### config.mk
export PLATFORM = sky130hd
export DESIGN_NAME = mvp_mac
export DESIGN_NICKNAME = d
export VERILOG_FILES = /design/src/mvp_pkg.sv /design/src/mvp_mac.sv
export SDC_FILE = /design/constraint.sdc
export NUM_CORES = 1
export LEC_CHECK = 0
export ABC_AREA = 1
export ABC_CLOCK_PERIOD_IN_PS = 12100
export CORE_MARGIN = 2
export CORE_UTILIZATION = 55
export CTS_CLUSTER_SIZE = 28
export DETAILED_ROUTE_END_ITERATION = 7
export DONT_BUFFER_PORTS = 1
export GPL_TIMING_DRIVEN = 1
export MAX_ROUTING_LAYER = met4
export PLACE_DENSITY = 0.7
export REMOVE_ABC_BUFFERS = 1
export SLEW_MARGIN = 40
export SYNTH_ARGS = -nofsm -noshare
export SYNTH_HDL_FRONTEND = slang
export SYNTH_SLANG_ARGS = --single-unit
### constraint.sdc
create_clock -name clock -period 12.1 [get_ports clock]
set_input_delay 0.605 -clock clock [delete_from_list [all_inputs] [get_ports clock]]
set_output_delay 0.605 -clock clock [all_outputs]
set_load 0.005 [all_outputs]
### src/mvp_pkg.sv
// Shared types and constants for the matrix-vector product engine.
// No dependencies; imported by every module of the block except mvp_ram.
package mvp_pkg;

   localparam int DATA_W              = 32;
   localparam int INDEX_W             = 10;
   localparam int COLUMN_COUNT_W      = 11;
   localparam int ROW_COUNT_W         = 16;
   localparam int CSR_INDEX_W         = 1;
   localparam int CSR_DATA_W          = 16;
   localparam int MAX_COLUMNS_DEFAULT = 1024;

   typedef enum logic {
      OP_LOAD   = 1'b0,
      OP_MATRIX = 1'b1
   } opcode_type;

   localparam logic [CSR_INDEX_W-1:0] CSR_COLUMN_COUNT = 1'b0;
   localparam logic [CSR_INDEX_W-1:0] CSR_ROW_COUNT    = 1'b1;

   typedef struct packed {
      logic valid;
      logic end_row;
      logic last_row;
   } tag_type;

endpackage

### src/mvp_mac.sv
// Multiply stage, row accumulator and result output register.
// Depends on mvp_pkg.
module mvp_mac (
   input  logic                       clock,
   input  logic                       reset,
   input  mvp_pkg::tag_type           s1_tag,
   input  logic [mvp_pkg::DATA_W-1:0] s1_value,
   input  logic [mvp_pkg::DATA_W-1:0] s1_vector,
   input  logic                       rsp_stall,
   output logic                       advance,
   output logic                       rsp_valid,
   output logic [mvp_pkg::DATA_W-1:0] rsp_row_sum,
   output logic                       rsp_last_row
);

   import mvp_pkg::*;

   tag_type           tag_ff;
   logic [DATA_W-1:0] product_ff, product_in;
   logic [DATA_W-1:0] sum_ff, sum_in;
   logic              valid_ff, valid_in;
   logic [DATA_W-1:0] row_sum_ff;
   logic              last_row_ff;
   logic [DATA_W-1:0] total;
   logic              emit;

   assign product_in = s1_value * s1_vector;
   assign total      = sum_ff + product_ff;
   assign emit       = tag_ff.valid && tag_ff.end_row;
   assign advance    = !(emit && valid_ff && rsp_stall);

   always_comb begin
      sum_in   = sum_ff;
      valid_in = valid_ff && rsp_stall;
      if (advance && tag_ff.valid) begin
         sum_in = tag_ff.end_row ? '0 : total;
         if (tag_ff.end_row) begin
            valid_in = 1'b1;
         end
      end
   end

   always_ff @(posedge clock) begin
      if (reset) begin
         tag_ff   <= '0;
         sum_ff   <= '0;
         valid_ff <= 1'b0;
      end else begin
         if (advance) begin
            tag_ff <= s1_tag;
         end
         sum_ff   <= sum_in;
         valid_ff <= valid_in;
      end
   end

   always_ff @(posedge clock) begin
      if (advance) begin
         product_ff <= product_in;
      end
      if (advance && emit) begin
         row_sum_ff  <= total;
         last_row_ff <= tag_ff.last_row;
      end
   end

   assign rsp_valid    = valid_ff;
   assign rsp_row_sum  = row_sum_ff;
   assign rsp_last_row = last_row_ff;

endmodule

* Word level (Yosys, flattened, before mapping)
Index checks and enable logic that the tools add are counted.
** Storage, ports and cells
- Flip-flop bits (word level) :: 101
- Bits of input ports :: 70
- Output and inout port bits :: 35
- Logic and storage cells :: 20
** Operators by class
- Add/subtract/negate cells :: 1
- Multiply operators :: 1
- Mux-type cells :: 3
- Reductions and logical operators :: 7
** Operator list (number)
- 32-bit adder :: 1
- 32-bit by 32-bit multiplier with 32-bit output :: 1
- 32-bit 2-to-1 mux :: 1
- 1-bit logical AND :: 6
- 1-bit 2-to-1 mux :: 2
- 1-bit logical NOT :: 1

* Depth between registers and ports, before layout
- Depth after elaboration :: 6
- Mapped depth :: 35

* Worst setup path before layout
Ideal clock, no wire load.
- Kind :: input -> register
- From :: input s1_value[12] (netlist bit)
- To :: register product_ff[26], data pin
- Setup time :: 0.258 ns
- Arrival :: 6.579 ns
- Setup slack :: 5.262 ns
- Stages on the path :: 25
- Path through :: clkbuf_1 buf_1 nand2_1 fa_1 inv_1 fa_1 inv_1 fa_1 fa_1 inv_1 fa_1 inv_1 fa_1 fa_1 fa_1 inv_1 ha_1 nand2_1 nor4_2 nand4_1 nand3_1 nand2_1 nand2_1 a21oi_1 xnor2_1
** On the way
- Longest elaborated chain between the ends :: 1
** RTL lines
- start: declaration :: line mvp_mac.sv:7 : input logic [mvp_pkg::DATA_W-1:0] s1_value,
- 32-bit by 32-bit multiplier with 32-bit output :: line mvp_mac.sv:27 : assign product_in = s1_value * s1_vector;
- named net product_in[26] :: line mvp_mac.sv:19 : logic [DATA_W-1:0] product_ff, product_in;
- end signal: assignment :: line mvp_mac.sv:59 : product_ff <= product_in;
- end: declaration :: line mvp_mac.sv:19
The timed path passes the listed nets, and every way through them passes these cells.
A chain may end at the register's enable or synchronous reset.

* Worst setup path after layout
- From :: input s1_value[24] (netlist bit)
- To :: register product_ff[30], data pin
Same word-level chain as after synthesis.

==> impl_metrics.json <==
{
  "status": "finished, final reports clean",
  "yosysTopAreaCell": "fa_1",
  "area_delta_synth_final_pct": 2.47,
  "n_antenna_cell": 0,
  "ys_async_sr_fraction_pct": 0,
  "clockBufferDepth": 2,
  "drc": 0,
  "slowest_delay_ns": 0.56,
  "max-slew-margin-rel_pct": 56.4,
  "rows": 72,
  "netlist_instances": 2801,
  "cp.buffers_inverters": 9,
  "cts_hold_buf": 0,
  "fin_util_pct": 57.3,
  "ys_ff_latch": 101,
  "grt_pass1_wl_mm": 93.0,
  "placed_area_um2": 21900,
  "avgSynthCellArea_um2": 7.75,
  "insertion_delay_ns": 0.35,
  "drt_pass1_iterations": 5,
  "setup_viol": 0,
  "ys.flop_type": "edfxtp_1",
  "fp.dieH_um": 203,
  "die-area_um2": 41100,
  "initial_core_util_pct": 55.9,
  "crit_top_cell": "inv_1",
  "gp_congestion": 0.929,
  "fin_crit_sh_pct": 54.2,
  "ant_nets": 0,
  "numCtsBuffers": 9,
  "hold_violations": 0,
  "hpwl_mm": 47.1,
  "fin_skew_ns": 0.00730,
  "cp_top_family": "adder cells",
  "fin_area_um2": 22200,
  "post_synth_instance_area_um2": 21700,
  "synth_top_area_share_pct": 37.7,
  "drive_gt1_share_pct": 1.70,
  "core_um2": 38800,
  "cts_tree": "built",
  "drt_wl_total_mm": 57.4,
  "cap_viol_max_count": 0,
  "yosysWarnings": 0,
  "grt_use_total_pct": 30.1,
  "grt_pass1_vias": 18200,
  "slowest_stage": "fa_1",
  "cts_setup_buffers": 0,
  "drv_slew": 0,
  "critPathArrivalTime_ns": 6.65,
  "finalSetupTns_ns": 0,
  "grt_start_max_net_pins": 37,
  "vias": 16800,
  "fmax_mhz": 152,
  "yosysSeqAreaShare_pct": 12.3,
  "worstSetupPathType": "in2reg",
  "yosys-top-cells-area": "fa_1 38%, nand2_1 14%, inv_1 14%",
  "rsz0062_at_grt": "false",
  "synth_edf_count": 65,
  "crit_required_ns": 12.18,
  "crit_path_max_fanout": 8,
  "critPathCaptureType": "flip-flop",
  "period_needed_ns": 6.56,
  "vias_per_cell": 5.20,
  "clkSlewWorstSetupHoldPaths_ns": 0.07,
  "cp-start-kind": "input port",
  "drt-initial-drc-count": 1094,
  "hp-class": "in2reg",
  "nNetsFinal": 3337,
  "avgRoutedWirePerCell_um": 17.8,
  "ys_types": 42,
  "io_pins": 105,
  "ctsResizeCount": 0,
  "tightest_slew_ns": 0.647,
  "io_buffers": 0,
  "htree_levels": 3,
  "antenna_found_initial": 0,
  "grt-ovfl-total": 0,
  "dieWidth_um": 203,
  "clock-sinks": 101,
  "root_buffer": "clkbuf_16"
}
[layout make-up]
type,instances,area (um^2)
clock buffers,9,225
well taps,518,648
repair buffers,4,37.5
clock inverters,7,86.3
multi-input cells,1793,15600
inverters,795,2980
flip-flops and latches,101,2670
fillers,3604,16600
[cells by family (layout without fill, tap and decap cells)]
logic type,count (synthesis),after routing,share of synthesized area (%)
xor gates and xnor gates,64,64,2.58
and+or+nand+nor,992,992,18.0
buffers and inverters,907,815,15.9
AOI/OAI and AO/OA,174,174,4.55
DFF,101,101,12.3
adders and majority gates,563,563,46.6
[synth_stat cells, drive strengths merged, types with 36 or more instances]
library cell,count
a21oi,97
xor2,47
o21ai,41
ha,154
fa,409
nand3,56
nor2,64
nand2,838
clkbuf,75
inv,795
edfxtp,65
dfxtp,36
buf,37
[final timing paths]
kind | cells after the start | start | end | slack (ns)
worst min register to register | 0 | tag_ff[0] | rsp_last_row | 0.43
worst max register to register | 11 | product_ff[0] | rsp_row_sum[26] | 9.54
worst max-delay path | 25 | s1_value[24] | product_ff[30] | 5.54
worst min-delay path | 1 | reset | sum_ff[23] | 0.31
[layer usage]
| metal | track usage (%) | up-vias | share of wire, % |
|---|---|---|---|
| li1 | - | 7850 | - |
| met4 | 12.1 | 0 | 4.5 |
| met5 | - | - | 0 |
| met2 | 52.7 | 588 | 50 |
| met1 | 34.7 | 8185 | 39 |
| met3 | 4.57 | 154 | 6.8 |
[metrics by stage]
step / setup WS [ns] / hold slack (ns) / cells
floorplan: 5.76 / 0.409 / 2689
global placement: 5.17 / 0.416 / 3210
detailed placement: 5.18 / 0.421 / 3211
CTS: 5.56 / 0.307 / 3227
global route: 5.29 / 0.310 / 3227
finish: 5.54 / 0.315 / 3227
[worst reg2reg max path, cell delays in order, from the launching register on]
cell and delay [ns]:
edfxtp_1 0.37, ha_1 0.24, fa_1 0.41, nand3_1 0.10, nand2_1 0.14, nand2_1 0.13
nand2_2 0.10, nand3_1 0.10, nand3_1 0.20, a21oi_1 0.26, nand2_1 0.10, and2_1 0.16
[cell usage in the layout (no fill, tap or decap), types with 2 or more instances in the layout]
master     synthesis  final
nor4_1             3      3
a21boi_1           2      2
nand2_1          830    830
nand3b_1           5      5
ha_1             154    154
a31oi_1           11     11
nand2_2            8      8
nor3_2             2      2
nor2_1            64     62
o21bai_1           3      3
a21o_1             9      9
inv_6              0      3
xor2_1            47     47
o21ai_1           10     10
inv_1            789    789
inv_2              6      6
nand4_1            8      8
edfxtp_1          65     65
nor3_1             4      4
xnor2_1           17     17
o21ai_0           29     29
nand3_1           56     56
inv_8              0      2
a21oi_1           93     93
o221ai_1           3      3
fa_1             409    409
buf_4              6      3
o211ai_1           3      3
a21oi_2            3      3
and2_1             9      9
dfxtp_1           36     36
o21ai_2            2      2
clkbuf_16          0      9
[sequential cells by signal, indices dropped and copies added, names as in the netlist]
| signal | cells |
|---|---|
| rsp_valid | 1 |
| product_ff | 32 |
| rsp_last_row | 1 |
| rsp_row_sum | 32 |
| sum_ff | 32 |
| tag_ff | 3 |
Power is left out: the tool's default activity adds up to more than one toggle a clock period on the data nets, which glitch-free logic cannot reach.
