File: config.mk
export PLATFORM = sky130hd
export DESIGN_NAME = mvp_ctrl
export DESIGN_NICKNAME = d
export VERILOG_FILES = /design/src/mvp_pkg.sv /design/src/mvp_ctrl.sv
export SDC_FILE = /design/constraint.sdc
export NUM_CORES = 1
export LEC_CHECK = 0
export BUFFER_PORTS_ARGS = -buffer_cell sky130_fd_sc_hd__buf_2
export CORE_ASPECT_RATIO = 1.1
export CORE_MARGIN = 1
export CORE_UTILIZATION = 50
export CTS_BUF_LIST = sky130_fd_sc_hd__clkbuf_4 sky130_fd_sc_hd__clkbuf_8
export CTS_CLUSTER_DIAMETER = 120
export DETAILED_ROUTE_END_ITERATION = 16
export HOLD_SLACK_MARGIN = 0.05
export PLACE_DENSITY = 0.75
export RECOVER_POWER = 50
export REMOVE_ABC_BUFFERS = 1
export SYNTH_ARGS = -nofsm -noshare
export SYNTH_HDL_FRONTEND = slang
export SYNTH_SLANG_ARGS = --single-unit
File: constraint.sdc
create_clock -name clock -period 3.92 [get_ports clock]
set_input_delay 0.588 -clock clock [delete_from_list [all_inputs] [get_ports clock]]
set_output_delay 0.588 -clock clock [all_outputs]
set_load 0.005 [all_outputs]
File: src/mvp_pkg.sv
// Shared types and constants for the matrix-vector product engine.
// No dependencies; imported by every module of the block except mvp_ram.
package mvp_pkg;

   localparam int DATA_W              = 32;
   localparam int INDEX_W             = 10;
   localparam int COLUMN_COUNT_W      = 11;
   localparam int ROW_COUNT_W         = 16;
   localparam int CSR_INDEX_W         = 1;
   localparam int CSR_DATA_W          = 16;
   localparam int MAX_COLUMNS_DEFAULT = 1024;

   typedef enum logic {
      OP_LOAD   = 1'b0,
      OP_MATRIX = 1'b1
   } opcode_type;

   localparam logic [CSR_INDEX_W-1:0] CSR_COLUMN_COUNT = 1'b0;
   localparam logic [CSR_INDEX_W-1:0] CSR_ROW_COUNT    = 1'b1;

   typedef struct packed {
      logic valid;
      logic end_row;
      logic last_row;
   } tag_type;

endpackage

File: src/mvp_ctrl.sv
// Input side: config registers, column/row counters, vector store access.
// Depends on mvp_pkg.
module mvp_ctrl #(
   parameter int MAX_COLUMNS = mvp_pkg::MAX_COLUMNS_DEFAULT,
   localparam int ADDR_W = (MAX_COLUMNS > 1) ? $clog2(MAX_COLUMNS) : 1
) (
   input  logic                              clock,
   input  logic                              reset,
   input  logic                              csr_write_enable,
   input  logic [mvp_pkg::CSR_INDEX_W-1:0]   csr_index,
   input  logic [mvp_pkg::CSR_DATA_W-1:0]    csr_write_data,
   input  logic                              req_valid,
   input  logic                              req_opcode,
   input  logic [mvp_pkg::INDEX_W-1:0]       req_vector_index,
   input  logic [mvp_pkg::DATA_W-1:0]        req_value,
   input  logic                              advance,
   output logic                              ram_wr_en,
   output logic [ADDR_W-1:0]                 ram_wr_addr,
   output logic [mvp_pkg::DATA_W-1:0]        ram_wr_data,
   output logic                              ram_rd_en,
   output logic [ADDR_W-1:0]                 ram_rd_addr,
   output mvp_pkg::tag_type                  s1_tag,
   output logic [mvp_pkg::DATA_W-1:0]        s1_value
);

   import mvp_pkg::*;

   localparam int CNT_W = $clog2(MAX_COLUMNS + 1);
   localparam int EFF_W = (CNT_W > COLUMN_COUNT_W) ? CNT_W : COLUMN_COUNT_W;
   localparam logic [EFF_W-1:0] MAX_EFF = EFF_W'(MAX_COLUMNS);
   localparam logic [16:0]      MAX_IDX = 17'(MAX_COLUMNS);

   logic [COLUMN_COUNT_W-1:0] column_count_ff;
   logic [ROW_COUNT_W-1:0]    row_count_ff;
   logic [ADDR_W-1:0]         column_ff, column_in;
   logic [ROW_COUNT_W-1:0]    row_ff, row_in;
   tag_type                   tag_ff, tag_in;
   logic [DATA_W-1:0]         value_ff;

   logic                      accept;
   logic                      is_matrix;
   logic [EFF_W-1:0]          count_ext;
   logic [EFF_W-1:0]          eff_columns;
   logic [EFF_W-1:0]          column_next;
   logic [ROW_COUNT_W-1:0]    eff_rows;
   logic [ROW_COUNT_W:0]      row_next;
   logic                      end_row;
   logic                      last_row;
   logic [16:0]               index_ext;
   logic [ADDR_W+INDEX_W-1:0] index_wide;

   assign accept    = req_valid && advance;
   assign is_matrix = (req_opcode == OP_MATRIX);

   assign count_ext   = EFF_W'(column_count_ff);
   assign eff_columns = (column_count_ff == '0) ? EFF_W'(1) :
                        (count_ext > MAX_EFF) ? MAX_EFF : count_ext;
   assign column_next = EFF_W'(column_ff) + EFF_W'(1);
   assign end_row     = (column_next >= eff_columns);

   assign eff_rows = (row_count_ff == '0) ? ROW_COUNT_W'(1) : row_count_ff;
   assign row_next = {1'b0, row_ff} + 17'd1;
   assign last_row = (row_next >= {1'b0, eff_rows});

   assign index_ext  = {7'd0, req_vector_index};
   assign index_wide = {{ADDR_W{1'b0}}, req_vector_index};

   assign ram_wr_en   = accept && !is_matrix && (index_ext < MAX_IDX);
   assign ram_wr_addr = index_wide[ADDR_W-1:0];
   assign ram_wr_data = req_value;
   assign ram_rd_en   = accept && is_matrix;
   assign ram_rd_addr = column_ff;

   always_comb begin
      column_in = column_ff;
      row_in    = row_ff;
      if (accept && is_matrix) begin
         if (end_row) begin
            column_in = '0;
            row_in    = last_row ? '0 : row_next[ROW_COUNT_W-1:0];
         end else begin
            column_in = column_ff + ADDR_W'(1);
         end
      end
      tag_in.valid    = accept && is_matrix;
      tag_in.end_row  = end_row;
      tag_in.last_row = last_row;
   end

   always_ff @(posedge clock) begin
      if (reset) begin
         column_count_ff <= COLUMN_COUNT_W'(1);
         row_count_ff    <= ROW_COUNT_W'(1);
         column_ff       <= '0;
         row_ff          <= '0;
         tag_ff          <= '0;
      end else begin
         if (csr_write_enable) begin
            unique case (csr_index)
               CSR_COLUMN_COUNT: column_count_ff <= csr_write_data[COLUMN_COUNT_W-1:0];
               CSR_ROW_COUNT:    row_count_ff    <= csr_write_data[ROW_COUNT_W-1:0];
               default:          ;
            endcase
         end
         column_ff <= column_in;
         row_ff    <= row_in;
         if (advance) begin
            tag_ff <= tag_in;
         end
      end
   end

   always_ff @(posedge clock) begin
      if (advance) begin
         value_ff <= req_value;
      end
   end

   assign s1_tag   = tag_ff;
   assign s1_value = value_ff;

endmodule

## After elaboration in Yosys (flattened, before gate mapping)

Index checks and enable logic that the tools add are counted.

- Register bits after elaboration: 88
- Input bits: 65
- Output and inout port bits: 89
- Logic and storage cells: 31

- Add/sub/neg operators: 3
- Order comparisons: 4
- Multiplexer cells: 5
- Bitwise logic cells: 1
- Reductions and logical operators: 10

Operators by type and width:

| kind | count |
|---|---|
| 2-to-1 mux 16 bit | 2 |
| 2-to-1 mux 11 bit | 2 |
| adder 16 x 1 -> 17 bit (second input constant) | 1 |
| greater-or-equal comparator 17 x 16 -> 1 bit | 1 |
| logical NOT 16 bit | 1 |
| adder 10 x 1 -> 11 bit (second input constant) | 1 |
| greater-or-equal comparator 11 bit | 1 |
| > comparator 11 bit (second input constant) | 1 |
| logical NOT 11 bit | 1 |
| less-than comparator 10 x 11 -> 1 bit (second input constant) | 1 |
| adder 10 x 1 -> 10 bit (second input constant) | 1 |
| 2-to-1 mux 10 bit | 1 |
| AND reduction 2 bit | 3 |
| logical AND 1 bit | 4 |
| logical NOT 1 bit | 1 |
| NOT 1 bit | 1 |

## Logic depth before layout (Yosys ltp)

Gate-level depths: netlist of the first run.

- Word-level depth: 5
- Mapped depth: 13
- Mapped depth without buffers: 12

## Least setup slack after synthesis of the first run

No wires, ideal clock.

- Kind: reg-to-reg
- Start: reg column_ff[0] (netlist: ram_rd_addr[0])
- End: reg row_ff[11]
- Library setup time: 0.117 ns
- Data arrival time: 2.897 ns
- Required time: 3.803 ns
- Setup slack: 0.906 ns
- Cell stages (with the launch flop): 13
- Path buffers: 1
- Clock period less this slack: 3.014 ns
- Path through: dfxtp_1 > ha_1 > nand3_1 > nor2_1 > and3_1 > xnor2_1 > ha_1 > o211a_1 > a221o_1 > a31oi_1 > nor3_2 > buf_6 > a22o_1

- Word-level cells in the longest chain between the ends: 3

RTL lines:

| element | RTL line | RTL |
|---|---|---|
| from (decl) | mvp_ctrl.sv:35 | `logic [ADDR_W-1:0] column_ff, column_in;` |
| from (signal assigned) | mvp_ctrl.sv:105 | `column_ff <= column_in;` |
| adder 10 x 1 -> 11 bit | mvp_ctrl.sv:58 | `assign column_next = EFF_W'(column_ff) + EFF_W'(1);` |
| greater-or-equal comparator 11 bit | mvp_ctrl.sv:59 | `assign end_row = (column_next >= eff_columns);` |
| AND reduction 2 bit (no source line) | - |  |
| to (signal assigned) | mvp_ctrl.sv:106 | `row_ff <= row_in;` |
| to (decl) | mvp_ctrl.sv:36 | `logic [ROW_COUNT_W-1:0] row_ff, row_in;` |

No other way between the ends.
A chain may end at the register's enable or synchronous reset.

## Worst setup path after layout of the first run

- Start: reg row_ff[0]
- End: reg row_ff[7]

- Word-level cells in the longest chain between the ends: 3

RTL lines:

| element | RTL line | RTL |
|---|---|---|
| adder 16 x 1 -> 17 bit (*) | mvp_ctrl.sv:62 | `assign row_next = {1'b0, row_ff} + 17'd1;` |
| greater-or-equal comparator 17 x 16 -> 1 bit | mvp_ctrl.sv:63 | `assign last_row = (row_next >= {1'b0, eff_rows});` |
| 2-to-1 mux 16 bit (*) | mvp_ctrl.sv:80 | `row_in = last_row ? '0 : row_next[ROW_COUNT_W-1:0];` |

Every way passes the cells marked *; elsewhere a longest branch is shown, timed or not.

==> results of run 1 <==
==> Yosys cell counts (all sizes together) (4+ instances only) <==
cell,n
a211oi,5
a21o,5
a21oi,37
a22o,10
and3,4
buf,48
clkbuf,13
dfxtp,56
edfxtp,32
ha,29
inv,25
nand2,92
nand3,18
nand4,9
nor2,24
nor3,7
nor4,7
o21ai,10
o22ai,7
o2bb2ai,4
xnor2,14
xor2,8
==> repair_timing <==
item,in CTS,in global routing
hold buffers,0,0
endpoints found under the setup margin,0,7
resized for setup,0,1
==> state kept, by name, indices dropped and copies added (netlist names) <==
name             cells
column_count_ff     11
row_ff              16
ram_rd_addr         10
row_count_ff        16
s1_tag               3
s1_value            32
==> per-stage QoR <==
| stage | hold slack (ns) | utilization | power [mW] | std cells | setup WS (ns) |
|---|---|---|---|---|---|
| after floorplan | 0.443 | - | 1.13 | 438 | 0.799 |
| after global placement | 0.457 | 0.567 | 1.26 | 690 | 0.502 |
| after detailed placement | 0.462 | 0.567 | 1.26 | 690 | 0.396 |
| after CTS | 0.412 | 0.595 | 2.00 | 706 | 0.377 |
| after global routing | 0.400 | 0.592 | 2.07 | 706 | 0.0127 |
| final | 0.421 | 0.592 | 1.98 | 706 | 0.423 |
==> final timing paths <==
kind	start	endpoint	slack, ns	depth (start not counted)
max	row_ff[0]$_SDFFE_PP0P_	row_ff[7]$_SDFFE_PP0P_	0.42	13
min	req_value[4]	s1_value[4]$_DFFE_PP_	0.42	1
max reg2reg	row_ff[0]$_SDFFE_PP0P_	row_ff[7]$_SDFFE_PP0P_	0.42	13
min reg2reg	column_count_ff[9]$_SDFFE_PP0P_	column_count_ff[9]$_SDFFE_PP0P_	0.47	2
==> area by class of cell <==
cell class,instances,area (sq um)
fill,821,3620
sequential,88,2080
multi-input combinational,324,2010
timing repair buffer,138,673
tap,114,143
clock buffer,9,124
clock inverter,7,120
inverter,26,97.6
==> per-layer routing <==
metal | vias to the layer above | GRT usage
met5 | - | 0
met4 | 0 | 0.0615
met3 | 11 | 0.0461
met2 | 140 | 0.381
met1 | 1656 | 0.266
li1 | 1883 | -
==> power groups by stage <==
stage	Sequential [mW]	Clock [mW]	Combinational (mW)
global route	1.02	0.798	0.257
global placement	1.03	0	0.228
CTS	1.01	0.753	0.232
detailed placement	1.03	0	0.231
finish	1.01	0.736	0.228
floorplan	1.03	0	0.0978
==> cells by family (layout without fill, tap and decap cells) <==
group / after synthesis / count (layout) / share of synthesized area
muxes: 3 / 3 / 0.00654
DFF: 88 / 88 / 0.454
buffers and inverters: 87 / 180 / 0.109
xor gates and xnor gates: 22 / 22 / 0.0420
and+or+nand+nor: 174 / 174 / 0.169
adders and majority gates: 29 / 29 / 0.0791
AOI/OAI and AO/OA: 96 / 96 / 0.141
==> metrics, run 1 <==
Mapped Avg Cell Area=9.20 sq um; vias in the first global route=3,378; VDD IR-drop max=0.212 mV; WL met3=687 um; Post-Route WL=10,100 um; Net Sw Frac=0.234; Post-synth EDFFs=32; MaxCap Viol Count=1; RSZ-0062 raised after global routing=no; Area after DPL=5030 sq um; Distinct cells, synth=49; DR DRC count=0; Design Area, Final=5250 sq um; Starting Density=0.517; Cell Pwr Density=376 nW/um^2; fraction of registers with async set/reset=0; Least-Margin Pin Slew=1.74 ns; Max Freq=286 MHz; CTS Root Cell=clkbuf_8; Worst EP arrival=3.78 ns; CP Launch Type=flop; via/cell ratio=5.23; met1 WL=4320 um; worst relative slew slack=-0.158; clock-pin slew on the worst setup and hold paths=0.09 ns; met2 routed WL=5000 um; CP Capture Type=flop; most common cell after layout, fill and taps aside=buf_2; htree depth=3; # Post-CTS Setup Buffers=0; WS Path Type=reg2reg; n_diodes=0; Ports=154; total iterations of the first detailed-routing run=4; failing checks=capacitance limit, slew limit; CP bufs+invs=1; CORE AREA=8870 sq um; Via Count=3,690; Post-Syn Area=4590 sq um; TNS Setup=0 ns; Yosys top cell area share=0.244; share of the yosys chip area belonging to registers=0.454; DIE AREA=9570 sq um; Worst Path Required=4.21 ns; Critical Path Max Stage Delay=0.41 ns; dpl hpwl=7790 um; crit path max fanout=9; DRT iter0 DRCs=166; Setup Skew=0.00957 ns; internal power=1.51 mW; NetSw=462 uW; worst-path cell chain=ha_1, nand2_1, nor3_1, nand4_1, xnor2_1, ha_1, a211oi_1, o21ai_1, a311oi_1, o211ai_2, nor3_4, buf_4, a22o_1; initial antenna violation count=0; post-synthesis cell count=499; YS warnings=0; area delta synth->final=14.4%; drt wl/cell=14.3 um; dominant cell type by area after synthesis=dfxtp_1; synth top area cells=dfxtp_1, edfxtp_1, ha_1; CTS tree=built; Slowest cell on crit path=dfxtp_1; fin. max-slew vios=39; largest net degree at the start of global routing=40; Hold Violations, Final=0; power share of the combinational group=0.115; Leak=2.26 nW; register bit total from synthesis=88; first-pass GRT wire length=15,800 um; Top FF cell, synth=dfxtp_1; gr usage total=0.216; status=complete, but fails checks; GPL Wtd Cong=0.839; CP dominant cell by count=ha_1; Port-buffer cells=133; fin nets=681; Hold Crit Class=in2reg; crit path time final=3.50 ns; placement row count=36; Die Y=102 um; # clock sinks=88; clock power share=0.372; max layer used=met4; number of CTS-inserted buffers=9; most frequent cells in the layout=buf_2, nand2_1, dfxtp_1; CTS max path bufs=2; Reg power frac=0.512; Skew-Pair Late Insertion Delay=0.35 ns; Setup violations, final=0; layout cells sized above 1=0.231; Final period util=0.892; delay-heaviest family, CP=compound AO/OA/AOI/OAI gates; gr ovfl total=0; Die X=93.3 um; post-route ant nets=0
(Power assumes the default switching activity.)
==> run 2: changes to the inputs <==
--- a/config.mk
+++ b/config.mk
@@ -5,6 +5,7 @@
 export SDC_FILE = /design/constraint.sdc
 export NUM_CORES = 1
 export LEC_CHECK = 0
+export ABC_AREA = 1
 export BUFFER_PORTS_ARGS = -buffer_cell sky130_fd_sc_hd__buf_2
 export CORE_ASPECT_RATIO = 1.1
 export CORE_MARGIN = 1
==> metrics, run 2 <==
Area after DPL=5240 sq um; Least-Margin Pin Slew=1.88 ns; Post-CTS Resized=0; first-pass GRT wire length=18,400 um; Net Sw Frac=0.279; n_diodes=0; Design Area, Final=5400 sq um; WS Path Type=reg2reg; share of the yosys chip area belonging to registers=0.435; fraction of registers with async set/reset=0; Skew-Pair Late Insertion Delay=0.35 ns; Setup violations, final=0; R2R cell count=17; most common cell after layout, fill and taps aside=nand2_1; hold path start=req_value[26]; Distinct cells, synth=34; Hold Violations, Final=0; Util after Layout=0.578; Top FF cell, synth=dfxtp_1; Fillers=879; area delta synth->final=12.8%; Cell Pwr Density=384 nW/um^2; number of CTS-inserted buffers=9; Starting Density=0.512; Post-Syn Area=4790 sq um; Worst Path Required=4.13 ns; crit path max fanout=17; pre-CTS setup slack=0.821 ns; gr usage total=0.241; fin. max-slew vios=38; CP Capture Type=flop; Post-Route WL=11,600 um; NetSw=578 uW; hold buffer count at CTS=0; initial antenna violation count=0; total iterations of the first detailed-routing run=4; Ports=154; RSZ-0062 raised after global routing=no; dpl hpwl=8780 um; Setup Skew=0.0138 ns; Multi-input gate area=2040 sq um; Mapped Avg Cell Area=8.18 sq um; layout cells sized above 1=0.199; Min-Delay Path Depth=1; DRT iter0 DRCs=163; Reg power frac=0.500; CTS max path bufs=2; MaxCap Viol Count=1; Die Y=105 um; Die X=95.3 um; Port-buffer cells=133; TNS Setup=0 ns; post-route ant nets=0; worst relative slew slack=-0.256; DIE AREA=9980 sq um; synth top area cells=dfxtp_1, edfxtp_1, nand2_1; max reg flops=32; hold slack=0.422 ns; overall power=2.07 mW; Finished Layout Cells=799; clock power share=0.329; setup ws final=0.735 ns; Yosys top cell area share=0.234; most common cell in the netlist=nand2_1; CORE AREA=9350 sq um; sink of the worst hold path=s1_value[26]$_DFFE_PP_; CTS Root Cell=clkbuf_8; via/cell ratio=5.11; YS warnings=0; gr ovfl total=0; # clock sinks=88; Reg area=2080 sq um; VDD IR-drop max=0.264 mV; Leak=2.52 nW; placement row count=37; internal power=1.50 mW; Final period util=0.812; Worst EP arrival=3.40 ns; fin nets=771; Max Freq=314 MHz; FF-to-FF setup slack=0.74 ns; Via Count=4,079; crit path time final=3.18 ns; htree depth=3; R2R Path End=row_ff[2]$_SDFFE_PP0P_; GPL Wtd Cong=0.890; # Post-CTS Setup Buffers=0; DR DRC count=0; vias in the first global route=3,869; dominant cell type by area after synthesis=dfxtp_1; most frequent cells in the layout=nand2_1, buf_2, inv_1; register bit total from synthesis=88; power share of the combinational group=0.170; post-synthesis cell count=586; drt wl/cell=14.5 um; CTS tree=built; largest net degree at the start of global routing=44; Commonest cells post-synth=nand2_1, inv_1, dfxtp_1; Hold Crit Class=in2reg; CP Launch Type=flop; clock-pin slew on the worst setup and hold paths=0.08 ns; r2r startpoint=ram_rd_addr[0]$_SDFFE_PP0P_; Post-synth EDFFs=32; placed cells=783; status=complete, but fails checks; failing checks=capacitance limit, slew limit
## run 2: logic make-up after synthesis
| logic type | after synthesis | share of synthesized area |
|---|---|---|
| AOI/OAI and AO/OA | 90 | 0.0977 |
| xor gates and xnor gates | 18 | 0.0329 |
| adders and majority gates | 29 | 0.0757 |
| buffers and inverters | 132 | 0.140 |
| DFF | 88 | 0.435 |
| and+or+nand+nor | 229 | 0.219 |
## run 2: final cells by class
| type | count | share of cell area |
|---|---|---|
| Sequential cell | 88 | 0.385 |
| Multi-Input combinational cell | 366 | 0.377 |
| Timing Repair Buffer | 136 | 0.117 |
| Inverter | 76 | 0.0528 |
| Clock buffer | 13 | 0.0320 |
| Tap cell | 117 | 0.0271 |
| Clock inverter | 3 | 0.00880 |
## run 2: power groups by stage
stage          logic (mW)  clock network (mW)  registers [mW]
3_3_place_gp        0.348                   0            1.06
2_1_floorplan       0.201                   0            1.05
4_1_cts             0.360               0.702            1.04
5_1_grt             0.403               0.736            1.04
6_report            0.353               0.683            1.04
3_5_place_dp        0.357                   0            1.06
## run 2: worst max-delay path by stage
| stage | startpoint | to | slack [ns] | cells after the start |
|---|---|---|---|---|
| 5_1_grt | column_count_ff[3]$_SDFFE_PP0P_ | row_ff[2]$_SDFFE_PP0P_ | 0.27 | 15 |
| 3_3_place_gp | column_count_ff[2]$_SDFFE_PP0P_ | row_ff[14]$_SDFFE_PP0P_ | 0.83 | 13 |
| 6_report | ram_rd_addr[0]$_SDFFE_PP0P_ | row_ff[2]$_SDFFE_PP0P_ | 0.74 | 17 |
| 4_1_cts | column_count_ff[3]$_SDFFE_PP0P_ | row_ff[2]$_SDFFE_PP0P_ | 0.75 | 15 |
| 2_1_floorplan | ram_rd_addr[0]$_SDFFE_PP0P_ | row_ff[0]$_SDFFE_PP0P_ | 1.26 | 15 |
| 3_5_place_dp | ram_rd_addr[0]$_SDFFE_PP0P_ | row_ff[14]$_SDFFE_PP0P_ | 0.82 | 17 |
## run 2: critical path, stage by stage (launching register included)
cell and delay (ns):
dfxtp_1 0.43, ha_1 0.20, nand2_1 0.07, inv_1 0.10, nand3_1 0.12, nor2_1 0.12, nand2_1 0.10, xor2_1 0.14
inv_1 0.08, ha_1 0.31, nand2_1 0.06, nor2_1 0.14, nand3_1 0.10, nand4_1 0.16, nand2_1 0.08, buf_4 0.20
inv_1 0.46, a21oi_1 0.16
## run 2: routing by layer
layer,vias to the layer above,GRT usage,share of wire
li1,2049,-,-
met1,1859,0.288,0.44
met2,159,0.413,0.49
met3,12,0.0640,0.063
met4,0,0.0747,0.0088
met5,-,0,0
==> run 3: changes to the inputs <==
==> constraint.sdc (replaced) <==
create_clock -name clock -period 3.3 [get_ports clock]
set_input_delay 0.495 -clock clock [delete_from_list [all_inputs] [get_ports clock]]
set_output_delay 0.495 -clock clock [all_outputs]
set_load 0.005 [all_outputs]
==> metrics, run 3 (synthesis results as in run 2) <==
Max Freq=336 MHz; via/cell ratio=5.22; setup ws final=0.321 ns; Area after DPL=5260 sq um; worst-path cell chain=ha_1, nand3_2, nor2_4, nand2_1, nor2_1, nand2_1, nand2_1, nand2_1, ha_1, nand2_1, nor3_1, nand2_1, nand3_1, nor2_4, nand3_1, a21oi_1; max reg flops=32; Critical Path Max Stage Delay=0.46 ns; GPL Wtd Cong=0.879; total iterations of the first detailed-routing run=5; most frequent cells in the layout=nand2_1, buf_2, inv_1; most common cell after layout, fill and taps aside=nand2_1; placed cells=786; Die X=95.3 um; CP Capture Type=flop; placement row count=37; grt met1 use=0.286; CP bufs+invs=0; hold path start=req_value[2]; VDD IR-drop max=0.222 mV; clock-pin slew on the worst setup and hold paths=0.09 ns; htree depth=3; DRT iter0 DRCs=255; Via Count=4,188; Port-buffer cells=133; crit path max fanout=17; area delta synth->final=12.8%; pre-CTS setup slack=0.278 ns; gr usage total=0.235; n_diodes=0; # Post-CTS Setup Buffers=0; failing checks=capacitance limit, slew limit; largest net degree at the start of global routing=44; Finished Layout Cells=802; status=complete, but fails checks; Final period util=0.903; overall power=2.36 mW; hold slack=0.312 ns; FF-to-FF setup slack=0.32 ns; Hold Violations, Final=0; Starting Density=0.512; cell count along the critical path=16; Setup violations, final=0; Cell Pwr Density=436 nW/um^2; TNS Setup=0 ns; CTS max path bufs=2; layout cells sized above 1=0.218; fin. max-slew vios=38; first-pass GRT wire length=17,800 um; drt wl/cell=14.6 um; CTS Root Cell=clkbuf_8; sink of the worst hold path=s1_value[2]$_DFFE_PP_; busiest grt layer=met2; Die Y=105 um; initial antenna violation count=0; R2R cell count=16; crit path time final=2.98 ns; CP dominant cell by count=nand2_1; Util after Layout=0.578; Post-Route WL=11,700 um; MaxCap Viol Count=1; gr ovfl total=0; WS Path Type=reg2reg; Worst Path Required=3.59 ns; Hold Crit Class=in2reg; number of CTS-inserted buffers=9; dpl hpwl=9010 um; # clock sinks=88; delay-heaviest family, CP=simple AND/OR/NAND/NOR gates; CORE AREA=9350 sq um; DR DRC count=0; CTS tree=built; R2R Path End=row_ff[15]$_SDFFE_PP0P_; Least-Margin Pin Slew=1.84 ns; DIE AREA=9980 sq um; Skew-Pair Late Insertion Delay=0.36 ns; post-route ant nets=0; M3 GR Usage=0.0451; CP Launch Type=flop; fin nets=774; Slowest cell on crit path=nor2_4; Leak=2.54 nW; GRT met2 Usage=0.400; Ports=154; Min-Delay Path Depth=1; Worst EP arrival=3.27 ns; worst relative slew slack=-0.226; vias in the first global route=3,727; Setup Skew=0.00899 ns; r2r startpoint=row_ff[0]$_SDFFE_PP0P_; Design Area, Final=5400 sq um; RSZ-0062 raised after global routing=no
run 3: area by class of cell:
cell class / count / area, sq um
Clock buffer: 10 / 138
Clock inverter: 6 / 40.0
Fill cell: 861 / 3950
Inverter: 76 / 285
Multi-Input combinational cell: 366 / 2050
Sequential cell: 88 / 2080
Tap cell: 117 / 146
Timing Repair Buffer: 139 / 662
run 3: timing repair:
item,CTS,global route
setup endpoints to repair,0,15
hold buffers,0,0
resized for setup,0,3
run 3: worst max-delay path by stage:
| stage | from | to |
|---|---|---|
| floorplan | ram_rd_addr[0]$_SDFFE_PP0P_ | row_ff[0]$_SDFFE_PP0P_ |
| global placement | column_count_ff[2]$_SDFFE_PP0P_ | row_ff[14]$_SDFFE_PP0P_ |
| detailed placement | column_count_ff[2]$_SDFFE_PP0P_ | row_ff[13]$_SDFFE_PP0P_ |
| CTS | column_count_ff[2]$_SDFFE_PP0P_ | row_ff[15]$_SDFFE_PP0P_ |
| global route | row_ff[0]$_SDFFE_PP0P_ | s1_tag[0]$_SDFFE_PP0P_ |
| finish | row_ff[0]$_SDFFE_PP0P_ | row_ff[15]$_SDFFE_PP0P_ |
run 3: power by group:
| group | internal [mW] | leakage [nW] | total [mW] | switching [mW] |
|---|---|---|---|---|
| Combinational | 0.160 | 1.68 | 0.425 | 0.265 |
| Clock | 0.297 | 0.0939 | 0.699 | 0.402 |
| Sequential | 1.20 | 0.771 | 1.23 | 0.0373 |
run 3: routing by layer:
layer	wire length, um	share of wire
met5	0	0
met4	230	0.020
met3	785	0.067
met2	5800	0.49
met1	4920	0.42
